$ cat src/sv/hsp_pkg.sv
// Shared types and constants for the packed handle slot pool.
// Used by hsp_ctrl, hsp_datapath and packed_handle_slot_pool_core; no dependencies.
package hsp_pkg;

    localparam int POOL_DEPTH_DEF     = 256;
    localparam int INSTANCE_WIDTH_DEF = 64;
    localparam int DATA_WIDTH_DEF     = 64;

    localparam int HANDLE_W = 8;
    localparam int WORD_W   = 64;
    localparam int COUNT_W  = 9;
    localparam int STATUS_W = 2;

    typedef enum logic [1:0] {
        CMD_ALLOC = 2'd0,
        CMD_FREE  = 2'd1,
        CMD_READ  = 2'd2,
        CMD_WRITE = 2'd3
    } cmd_t;

    typedef enum logic [STATUS_W-1:0] {
        ST_OK       = 2'd0,
        ST_FULL     = 2'd1,
        ST_NOT_LIVE = 2'd2
    } status_t;

    typedef struct packed {
        logic [1:0]          cmd;
        logic [HANDLE_W-1:0] handle;
        logic [WORD_W-1:0]   instance_word;
        logic [WORD_W-1:0]   data_word;
    } in_beat_t;

    typedef struct packed {
        logic [HANDLE_W-1:0] handle_out;
        logic [WORD_W-1:0]   instance_out;
        logic [WORD_W-1:0]   data_out;
        logic [STATUS_W-1:0] status;
        logic [COUNT_W-1:0]  live_count;
    } out_beat_t;

    typedef struct packed {
        logic init_wr;
        logic accept;
        logic lookup;
        logic move;
        logic readout;
        logic deliver;
        logic pend_to_out;
    } dp_cmd_t;

    typedef struct packed {
        logic init_last;
        cmd_t op;
        logic live;
        logic out_free;
    } dp_stat_t;

endpackage

$ cat src/sv/hsp_ctrl.sv
// Controller state machine of the packed handle slot pool.
// Depends on hsp_pkg; drives the command struct of hsp_datapath.
module hsp_ctrl
    import hsp_pkg::*;
(
    input  logic     clk,
    input  logic     rst_n,
    input  logic     in_valid,
    output logic     in_stall,
    input  dp_stat_t stat,
    output dp_cmd_t  cmd
);

    typedef enum logic [2:0] {
        S_INIT,
        S_IDLE,
        S_LOOKUP,
        S_MOVE,
        S_READOUT,
        S_WAIT
    } state_t;

    state_t state_reg;
    state_t state_next;
    logic   stall_reg;
    logic   stall_next;

    always_comb
    begin
        state_next = state_reg;
        cmd        = '0;
        case (state_reg)
            S_INIT:
            begin
                cmd.init_wr = 1'b1;
                if (stat.init_last)
                begin
                    state_next = S_IDLE;
                end
            end
            S_IDLE:
            begin
                if (in_valid)
                begin
                    cmd.accept = 1'b1;
                    state_next = S_LOOKUP;
                end
            end
            S_LOOKUP:
            begin
                cmd.lookup = 1'b1;
                if (stat.live && stat.op == CMD_FREE)
                begin
                    state_next = S_MOVE;
                end
                else if (stat.live && stat.op == CMD_READ)
                begin
                    state_next = S_READOUT;
                end
                else
                begin
                    cmd.deliver = 1'b1;
                    state_next  = stat.out_free ? S_IDLE : S_WAIT;
                end
            end
            S_MOVE:
            begin
                cmd.move    = 1'b1;
                cmd.deliver = 1'b1;
                state_next  = stat.out_free ? S_IDLE : S_WAIT;
            end
            S_READOUT:
            begin
                cmd.readout = 1'b1;
                cmd.deliver = 1'b1;
                state_next  = stat.out_free ? S_IDLE : S_WAIT;
            end
            S_WAIT:
            begin
                if (stat.out_free)
                begin
                    cmd.pend_to_out = 1'b1;
                    state_next      = S_IDLE;
                end
            end
            default:
            begin
                state_next = S_INIT;
            end
        endcase
        stall_next = (state_next != S_IDLE);
    end

    always_ff @(posedge clk or negedge rst_n)
    begin
        if (!rst_n)
        begin
            state_reg <= S_INIT;
            stall_reg <= 1'b1;
        end
        else
        begin
            state_reg <= state_next;
            stall_reg <= stall_next;
        end
    end

    assign in_stall = stall_reg;

endmodule

$ cat config.mk
export PLATFORM = sky130hd
export DESIGN_NAME = hsp_ctrl
export DESIGN_NICKNAME = d
export VERILOG_FILES = /design/src/sv/hsp_pkg.sv /design/src/sv/hsp_ctrl.sv
export SDC_FILE = /design/constraint.sdc
export NUM_CORES = 1
export LEC_CHECK = 0
export BUFFER_PORTS_ARGS = -buffer_cell sky130_fd_sc_hd__buf_2
export CAP_MARGIN = 15
export CORE_AREA = 2 2 39 41
export DETAILED_ROUTE_END_ITERATION = 10
export DIE_AREA = 0 0 41 43
export SETUP_SLACK_MARGIN = 0.02
export SLEW_MARGIN = 20
export SYNTH_ARGS = -nofsm -noshare
export SYNTH_HDL_FRONTEND = slang
export SYNTH_SLANG_ARGS = --single-unit
$ cat constraint.sdc
create_clock -name clk -period 1.9 [get_ports clk]
set_clock_uncertainty 0.1 [all_clocks]
set_input_delay 0.19 -clock clk [delete_from_list [all_inputs] [get_ports clk]]
set_output_delay 0.19 -clock clk [all_outputs]
set_load 0.05 [all_outputs]
======== After elaboration in Yosys (flattened, before gate mapping) ========
Cells that the tools add are included.
cells by class
  equality and inequality tests ........... 8
  reduce and logical (&&, ||, !) cells .... 4
  multiplexer cells ....................... 18
operators by type and width
  kind                                            count
  two-way mux 3 bit                               6
  case mux 3 bit (5 select lines)                 1
  two-way mux 1 bit                               10
  == test 3 x 2 -> 1 bit (second input constant)  2
  == test 3 bit (second input constant)           2
  == test 3 x 1 -> 1 bit (second input constant)  1
  zero test 3 bit                                 1
  != test 3 x 1 -> 1 bit (second input constant)  1
  == test 2 x 1 -> 1 bit (second input constant)  1
  == test 2 bit (second input constant)           1
  logical AND 1 bit                               2
  case mux 1 bit (2 select lines)                 1
  OR reduction 2 bit                              1
word-level totals
  bits of input ports ..................... 8
  bits in registers ....................... 4
  output and inout bits ................... 8

======== Depth between registers and ports, before layout ========
Gate-level depths: netlist of the first run.
  depth in word-level cells ............... 6
  gate-level depth with buffers ........... 5
  gate-level depth less buffers ........... 4

======== Worst setup path after synthesis of the first run ========
OpenSTA, ideal clock, no wires.
  kind .................................... reg-to-reg
  from .................................... reg state_reg[0]
  to ...................................... reg stall_reg (netlist: in_stall)
  clock period less this slack ............ 2.076 ns
  path buffers ............................ 1
  stages on the path, launching flop included .. 6
  library setup time ...................... 0.064 ns
  data required time ...................... 1.736 ns
  slack ................................... -0.176 ns
  arrival time ............................ 1.912 ns
  path through ............................ dfrtp_1 buf_6 nand2_1 nor3_1 or2_1 nand3b_1
on the way
  longest elaborated chain between the ends .. 4
RTL lines
  element                                                         line             RTL
  start: declaration                                              hsp_ctrl.sv:23   state_t state_reg;
  start signal: assignment                                        hsp_ctrl.sv:103  state_reg <= state_next;
  == test 3 bit / == test 3 x 2 -> 1 bit (equally long branches)  hsp_ctrl.sv:32   case (state_reg)
  OR reduction 2 bit (no line)                                    -
  case mux 3 bit (5 select lines) (*)                             hsp_ctrl.sv:32
  via state_next[1]                                               hsp_ctrl.sv:24   state_t state_next;
  != test 3 x 1 -> 1 bit (*)                                      hsp_ctrl.sv:91   stall_next = (state_next != S_IDLE);
  via stall_next                                                  hsp_ctrl.sv:26   logic stall_next;
  end signal: assignment                                          hsp_ctrl.sv:104  stall_reg <= stall_next;
  end: declaration                                                hsp_ctrl.sv:25   logic stall_reg;
The timed path passes the listed nets; every way through them passes the cells marked *.

==> results.cfg, run 1 <==
[critical_path]
cpMaxStageDelayCell = dfrtp_1
r2r_start = state_reg[0]
r2r_cells = 4
path_cells = or2b_1, o22ai_1, buf_2
arrival_ns = 1.37
endpoint = cmd[1]
end_kind = output pin
worstPathRequired_ns = 1.61
cpPeakStageDelay_ns = 0.42
startpoint_type = flip-flop
path_class = flip-flop to output pin
reg2reg_slack_ns = 0.50
timing.rr.end = in_stall
cp_max_fo = 6
cp-startpoint = state_reg[1]

[clock_tree]
cts_buffer_depth = 2
root_buffer = clkbuf_4
cts_made_buffers = 3
tritoncts = done
clock_latency_ns = 0.23
cts_setup_buffers = 0
htree_num_levels = 1
clk_pin_slew_ns = 0.04
clkSinkCount = 4

[drt]
drt-met1-wl_um = 292
wl_met3_um = 53
via_per_inst = 4.41
vias = 304
finalWirelength_um = 704
dr.pass1.iters = 4
drtIter0Drc = 1
top_layer = met4
routedWlPerCell_um = 10.2
dr_wl_met2_um = 348
ant_nets = 0
drc = 0

[yosys]
synthTopCellsByArea = dfrtp_1, dfstp_2, nand3b_4
synth_seq_area_share = 0.332
synth_top_area_frac = 0.246
yosys_warnings = 0
synth_cell_types = 24
netlist_area_um2 = 305
synth_seq_cells = 4
syn_area_per_cell_um2 = 8.98
yosysTopAreaCell = dfrtp_1
syn_inst = 34
syn_nets = 42

[layout]
nNetsFinal = 62
drive_above_1_share = 0.472
fin_util = 0.311
synthToLayoutAreaGrowth_pct = 41.0
seq_area_um2 = 101
largest_register_ffs = 3
finalInstanceArea_um2 = 430
antennaDiodeCount = 0
final_cells = 69
final_cell_mix = buf_2, nor2_1, clkbuf_4, dfrtp_1
layout_commonest_cell = buf_2
multi_input_area_um2 = 190
num-fill-cells = 160

[grt]
grt_usage = 0.0937
globalRouteOverflowTotal = 0
grt_max_degree = 12
grt_pass1_wl_um = 1030
grt_pass1_vias = 278
antenna_found_initial = 0

[sta]
worst_pin_slew_ns = 0.318
tns_ns = 0
timing.final.crit_share = 0.874
setup_violations = 0
max_freq_mhz = 602
hold_violations = 0
rsz0062_at_grt = no
period_minus_slack_ns = 1.66
slew_viol_final = 0
relSlewSlack = 0.788

[placement]
gp_congestion = 0.669
port_buffers = 15
dpl.cell_count = 64
place_area_um2 = 394

[die]
die_height_um = 43
design.die.area_um2 = 1760
ios = 16
die_w_um = 41
initial_core_util = 0.221
core_region_area_um2 = 1380
rows = 14

[run]
drv_cap = 0

[power_and_ir_drop]
leakage_nw = 0.227
vdd_ir_drop_max_v = 0.000524
power_w = 0.000803
p_per_area_nw_per_um2 = 1870

[min_path]
hold_class = input pin to asynchronous set/reset pin

[outcome]
status = finished, final reports clean
[worst max-delay path, delay by kind of cell, from the launching register on]
| family | cells | cell delay, ns |
|---|---|---|
| flip-flops | 1 | 0.42 |
| AO/OA/AOI/OAI | 1 | 0.15 |
| AND/OR/NAND/NOR | 1 | 0.29 |
| buffers and inverters | 1 | 0.28 |
[where the power goes]
part           switching (W)  internal, W
clock              0.0000356    0.0000789
combinational       0.000348     0.000150
sequential         0.0000578     0.000133
total               0.000442     0.000362
[metrics by stage]
| step | worst slack (ns) | hold WS [ns] |
|---|---|---|
| 3_5_place_dp | 0.476 | -0.101 |
| 4_1_cts | 0.222 | 0.180 |
| 2_1_floorplan | 0.0360 | -0.206 |
| 3_3_place_gp | 0.507 | -0.106 |
| 6_report | 0.239 | 0.185 |
| 5_1_grt | 0.167 | 0.178 |
[cells in the mapped netlist]
library cell  number
xnor2_1            1
nand3b_4           1
dfstp_2            1
inv_1              2
a21o_1             1
a21oi_1            1
and2b_1            1
nor2_1             4
buf_6              1
nor3b_1            2
nor3b_2            1
or2b_1             1
and3_4             1
o21ai_1            1
nor3_1             3
nand3b_1           1
o211ai_1           1
or2_2              1
nand2_1            2
and2_2             1
or2_1              1
dfrtp_1            3
o22ai_1            1
nand2b_1           1
[layout make-up]
cell class	count	area share
Sequential cell	4	0.235
Inverter	2	0.0174
Timing Repair Buffer	16	0.198
Tap cell	16	0.0465
Clock buffer	4	0.0610
Multi-Input combinational cell	27	0.442
[worst min path at each step]
| stage | end | slack, ns | cells after the start |
|---|---|---|---|
| 3_3_place_gp | state_reg[0] | -0.11 | 1 |
| 6_report | state_reg[0] | 0.19 | 2 |
| 5_1_grt | state_reg[0] | 0.18 | 2 |
| 2_1_floorplan | state_reg[0] | -0.21 | 0 |
| 3_5_place_dp | state_reg[0] | -0.10 | 1 |
| 4_1_cts | state_reg[0] | 0.18 | 2 |
[kinds of logic (layout without fill, tap and decap cells)]
group | count (synthesis) | count (layout) | synth area share
buffers and inverters | 3 | 22 | 0.0615
AO/OA/AOI/OAI | 5 | 5 | 0.102
XOR/XNOR | 1 | 1 | 0.0287
AND/OR/NAND/NOR | 21 | 21 | 0.475
flip-flops | 4 | 4 | 0.332
[layer usage]
layer | global-route usage | up-vias
li1 | - | 154
met2 | 0.128 | 9
met3 | 0.0262 | 2
met4 | 0.100 | 0
met1 | 0.104 | 139
met5 | 0 | -
[repair_timing]
| item | CTS | global route |
|---|---|---|
| gates resized for setup | 0 | 0 |
| hold buffers | 1 | 0 |
| endpoints found under the hold margin | 4 | 0 |
Note: power is estimated with default switching activity, not from simulation.
==> inputs of run 2 (changes only) <==
--- a/config.mk
+++ b/config.mk
@@ -10,6 +10,7 @@
 export CORE_AREA = 2 2 39 41
 export DETAILED_ROUTE_END_ITERATION = 10
 export DIE_AREA = 0 0 41 43
+export RECOVER_POWER = 25
 export SETUP_SLACK_MARGIN = 0.02
 export SLEW_MARGIN = 20
 export SYNTH_ARGS = -nofsm -noshare
==> constraint.sdc (replaced) <==
create_clock -name clk -period 2 [get_ports clk]
set_clock_uncertainty 0.1 [all_clocks]
set_input_delay 0.2 -clock clk [delete_from_list [all_inputs] [get_ports clk]]
set_output_delay 0.2 -clock clk [all_outputs]
set_load 0.005 [all_outputs]
==> run 2 against run 1 <==
- first-iteration DRC count rose to 3.0 times the previous value
- power shrank 33%
- critical path depth unchanged
- count of clock-buffer cells in the layout did not move
- critical path type unchanged
- combinational power shrank 49%
- wire length decreased by 4.8%
- non-clock buffer count did not move
- largest cell class unchanged
==> results.cfg, run 2 (same netlist as run 1, synthesis figures left out) <==
[layout]
final_cell_mix = buf_2, nor2_1, nor3_1, clkbuf_4, dfrtp_1
num-fill-cells = 155
multi_input_area_um2 = 185
synthToLayoutAreaGrowth_pct = 38.9
largest_register_ffs = 3
drive_above_1_share = 0.434
seq_area_um2 = 101
final_cells = 69
antennaDiodeCount = 0
nNetsFinal = 62
layout_commonest_cell = buf_2
fin_util = 0.307

[drt]
drc = 0
finalWirelength_um = 670
routedWlPerCell_um = 9.71
ant_nets = 0
via_per_inst = 4.16
drtIter0Drc = 3
vias = 287
dr.pass1.iters = 2

[clock_tree]
tritoncts = done
clk_pin_slew_ns = 0.04
cts_made_buffers = 3
root_buffer = clkbuf_4
cts_setup_buffers = 0
clkSinkCount = 4
cts_buffer_depth = 2
htree_num_levels = 1
clock_latency_ns = 0.23

[sta]
timing.final.crit_share = 0.760
setup_violations = 0
hold-worst-slack_ns = 0.228
slew_viol_final = 0
max_freq_mhz = 658
tns_ns = 0
rsz0062_at_grt = no
relSlewSlack = 0.789
worst_pin_slew_ns = 0.316
hold_violations = 0
period_minus_slack_ns = 1.52

[critical_path]
cpPeakStageDelay_ns = 0.41
startpoint_type = flip-flop
worstPathRequired_ns = 1.70
crit_family = flip-flops
critPathBufInv = 1
cp_max_fo = 6
path_cells = or2b_1, o22ai_1, buf_2
end_kind = output pin
arrival_ns = 1.22
path_class = flip-flop to output pin
cpMaxStageDelayCell = dfrtp_1

[power_and_ir_drop]
leakage_nw = 0.222
p_per_area_nw_per_um2 = 1270
vdd_ir_drop_max_v = 0.000374

[placement]
dpl.cell_count = 64
gp_congestion = 0.694
port_buffers = 15
dp_hpwl_um = 530

[die]
ios = 16
initial_core_util = 0.221
rows = 14
design.die.area_um2 = 1760
die_w_um = 41
core_region_area_um2 = 1380
die_height_um = 43

[grt]
globalRouteOverflowTotal = 0
grt_pass1_vias = 286
grt_usage = 0.0878
antenna_found_initial = 0
grt_pass1_wl_um = 1100
grt_max_degree = 12

[min_path]
hold_class = input pin to asynchronous set/reset pin

[run]
drv_cap = 0

[outcome]
status = finished, final reports clean
[run 2: final cells by class]
| type | count | area share |
|---|---|---|
| inverter | 2 | 0.0177 |
| timing repair buffer | 16 | 0.198 |
| clock buffer | 4 | 0.0619 |
| tap | 16 | 0.0472 |
| sequential | 4 | 0.239 |
| multi-input combinational | 27 | 0.437 |
[run 2: timing repair]
| action | in CTS | in global routing |
|---|---|---|
| endpoints found under the hold margin | 4 | 0 |
| setup endpoints to repair | 0 | 0 |
| gates resized for setup | 0 | 0 |
| hold buffers | 1 | 0 |
[run 2: final timing paths]
kind / start / end / slack, ns / cells after the start
hold / removal: rst_n / state_reg[2] / 0.23 / 2
hold reg to reg: state_reg[1] / state_reg[0] / 0.47 / 1
setup reg to reg: state_reg[0] / in_stall / 0.64 / 4
min in group clk: stat[3] / state_reg[0] / 0.23 / 3
setup / recovery: state_reg[1] / cmd[1] / 0.48 / 3
max in group asynchronous: rst_n / in_stall / 1.31 / 2
[run 2: through the flow]
stage                     setup slack (ns)  cell area [um^2]  total power, W
after detailed placement             0.654               389        0.000434
after global placement               0.663               389        0.000434
after global routing                 0.355               424        0.000599
after floorplan                      0.749               305        0.000353
after CTS                            0.465               425        0.000549
final                                0.481               424        0.000540
[run 2: metal layers]
| layer | track usage | up-vias | share of wire |
|---|---|---|---|
| li1 | - | 152 | - |
| met1 | 0.141 | 127 | 0.53 |
| met2 | 0.109 | 8 | 0.41 |
| met3 | 0.0157 | 0 | 0.054 |
| met4 | 0.0400 | 0 | 0 |
| met5 | 0 | - | 0 |
[run 2: power breakdown]
part	internal, W	total [W]	switching, W
logic	0.000138	0.000253	0.000115
registers	0.000126	0.000177	0.0000510
clock network	0.0000750	0.000110	0.0000351
[run 2: worst reg2reg max path, cell delays in order, from the launching register on]
cell and delay, ns:
dfrtp_1 0.48, nand3b_4 0.21, and3_4 0.18, nor3b_2 0.19, nand3b_1 0.11
==> inputs of run 3 (changes only) <==
==> constraint.sdc (replaced) <==
create_clock -name clk -period 1.5 [get_ports clk]
set_clock_uncertainty 0.1 [all_clocks]
set_input_delay 0.15 -clock clk [delete_from_list [all_inputs] [get_ports clk]]
set_output_delay 0.15 -clock clk [all_outputs]
set_load 0.005 [all_outputs]
==> run 3 against run 2 <==
- sequential share of layout area rose by 0.15 points
- core utilization increased by 0.18 points
- sequential power grew 34%
- critical path depth stayed put
- critical endpoint unchanged
- largest power group unchanged
- non-clock buffer count stayed put
- final cell count unchanged
- wire length is 3.7% higher
- first-iteration DRC count up 33%
- highest routed layer unchanged
- register-to-register slack got worse by 0.45 ns
==> results.cfg, run 3 (same netlist as run 1, synthesis figures left out) <==
[critical_path]
r2r_start = state_reg[0]
timing.rr.end = in_stall
cp_max_fo = 6
end_kind = output pin
reg2reg_slack_ns = 0.19
worstPathRequired_ns = 1.25
arrival_ns = 1.21
startpoint_type = flip-flop
path_class = flip-flop to output pin
r2r_cells = 4

[die]
core_region_area_um2 = 1380
die_height_um = 43
rows = 14
die_w_um = 41
ios = 16
design.die.area_um2 = 1760
initial_core_util = 0.221

[sta]
relSlewSlack = 0.822
setup_violations = 0
timing.final.crit_share = 0.970
rsz0062_at_grt = yes
fin_ws_ns = 0.0445
hold_violations = 0
worst_pin_slew_ns = 0.267
slew_viol_final = 0
period_minus_slack_ns = 1.46
max_freq_mhz = 687

[placement]
gp_congestion = 0.695
port_buffers = 15
post-place-ws_ns = 0.169
dp_hpwl_um = 515
dpl.cell_count = 64

[min_path]
hold_class = input pin to flip-flop
min_from = stat[3]
worstHoldPathCells = 3
holdPathEnd = state_reg[0]

[grt]
antenna_found_initial = 0
grt_usage = 0.0817
globalRouteOverflowTotal = 0
grt_pass1_vias = 265
grt_max_degree = 12
grt_pass1_wl_um = 1020

[drt]
drc = 0
finalWirelength_um = 695
via_per_inst = 4.22
dr.pass1.iters = 4
drtIter0Drc = 4
ant_nets = 0
routedWlPerCell_um = 10.1
vias = 291

[power_and_ir_drop]
vdd_ir_drop_max_v = 0.000624
leakage_nw = 0.222
p_per_area_nw_per_um2 = 1710

[layout]
synthToLayoutAreaGrowth_pct = 39.8
nNetsFinal = 62
largest_register_ffs = 3
final_cell_mix = buf_2, nor2_1, nor3_1, clkbuf_4
drive_above_1_share = 0.453
antennaDiodeCount = 0
layout_commonest_cell = buf_2
num-fill-cells = 152
final_cells = 69

[clock_tree]
clkSinkCount = 4
cts_made_buffers = 3
cts_buffer_depth = 2
root_buffer = clkbuf_4
clock_latency_ns = 0.24
tritoncts = done
clk_pin_slew_ns = 0.05
htree_num_levels = 1
cts_setup_buffers = 0

[outcome]
status = finished, final reports clean

[run]
drv_cap = 0
==> run 3: cell type report <==
| class | instances | area [um^2] | share of cell area |
|---|---|---|---|
| Sequential cell | 4 | 103 | 0.240 |
| Inverter | 2 | 7.51 | 0.0176 |
| Clock buffer | 4 | 26.3 | 0.0616 |
| Multi-Input combinational cell | 27 | 186 | 0.437 |
| Tap cell | 16 | 20.0 | 0.0469 |
| Timing Repair Buffer | 16 | 83.8 | 0.196 |
==> run 3: what timing repair did <==
item / CTS / global route
endpoints found under the setup margin: 0 / 5
hold buffers: 1 / 0
endpoints found under the hold margin: 4 / 0
resized for setup: 0 / 2
==> run 3: how the worst max path moves through the flow <==
stage                             from       end  slack, ns  cells past startpoint
after floorplan           state_reg[0]  in_stall       0.25                      5
after global placement    state_reg[0]  in_stall       0.16                      4
after detailed placement  state_reg[0]  in_stall       0.17                      4
after CTS                 state_reg[1]    cmd[1]       0.03                      3
after global routing      state_reg[2]    cmd[1]      -0.05                      3
final                     state_reg[1]    cmd[1]       0.04                      3
==> run 3: worst max-delay path: stages (launching register included) <==
cell	delay, ns
dfrtp_1	0.41
or2b_1	0.29
o22ai_1	0.15
buf_2	0.13
==> run 3: through the flow <==
step	hold slack, ns	power (W)	area [um^2]	util	setup TNS [ns]
floorplan	-0.246	0.000471	305	-	0
global placement	-0.143	0.000578	389	0.281	0
detailed placement	-0.141	0.000572	389	0.281	0
CTS	0.148	0.000732	425	0.307	0
global route	0.187	0.000804	427	0.308	-0.0479
finish	0.171	0.000731	427	0.308	0
==> run 3: routing by layer <==
layer	share of wire	global-route usage	vias to the layer above
met5	0	0	-
met4	0	0.0200	0
met3	0.043	0.0157	0
met2	0.46	0.116	8
met1	0.49	0.124	131
li1	-	-	152
==> run 3: power breakdown <==
part	internal, W	switching (W)
clock network	0.000100	0.0000487
registers	0.000171	0.0000669
logic	0.000189	0.000155
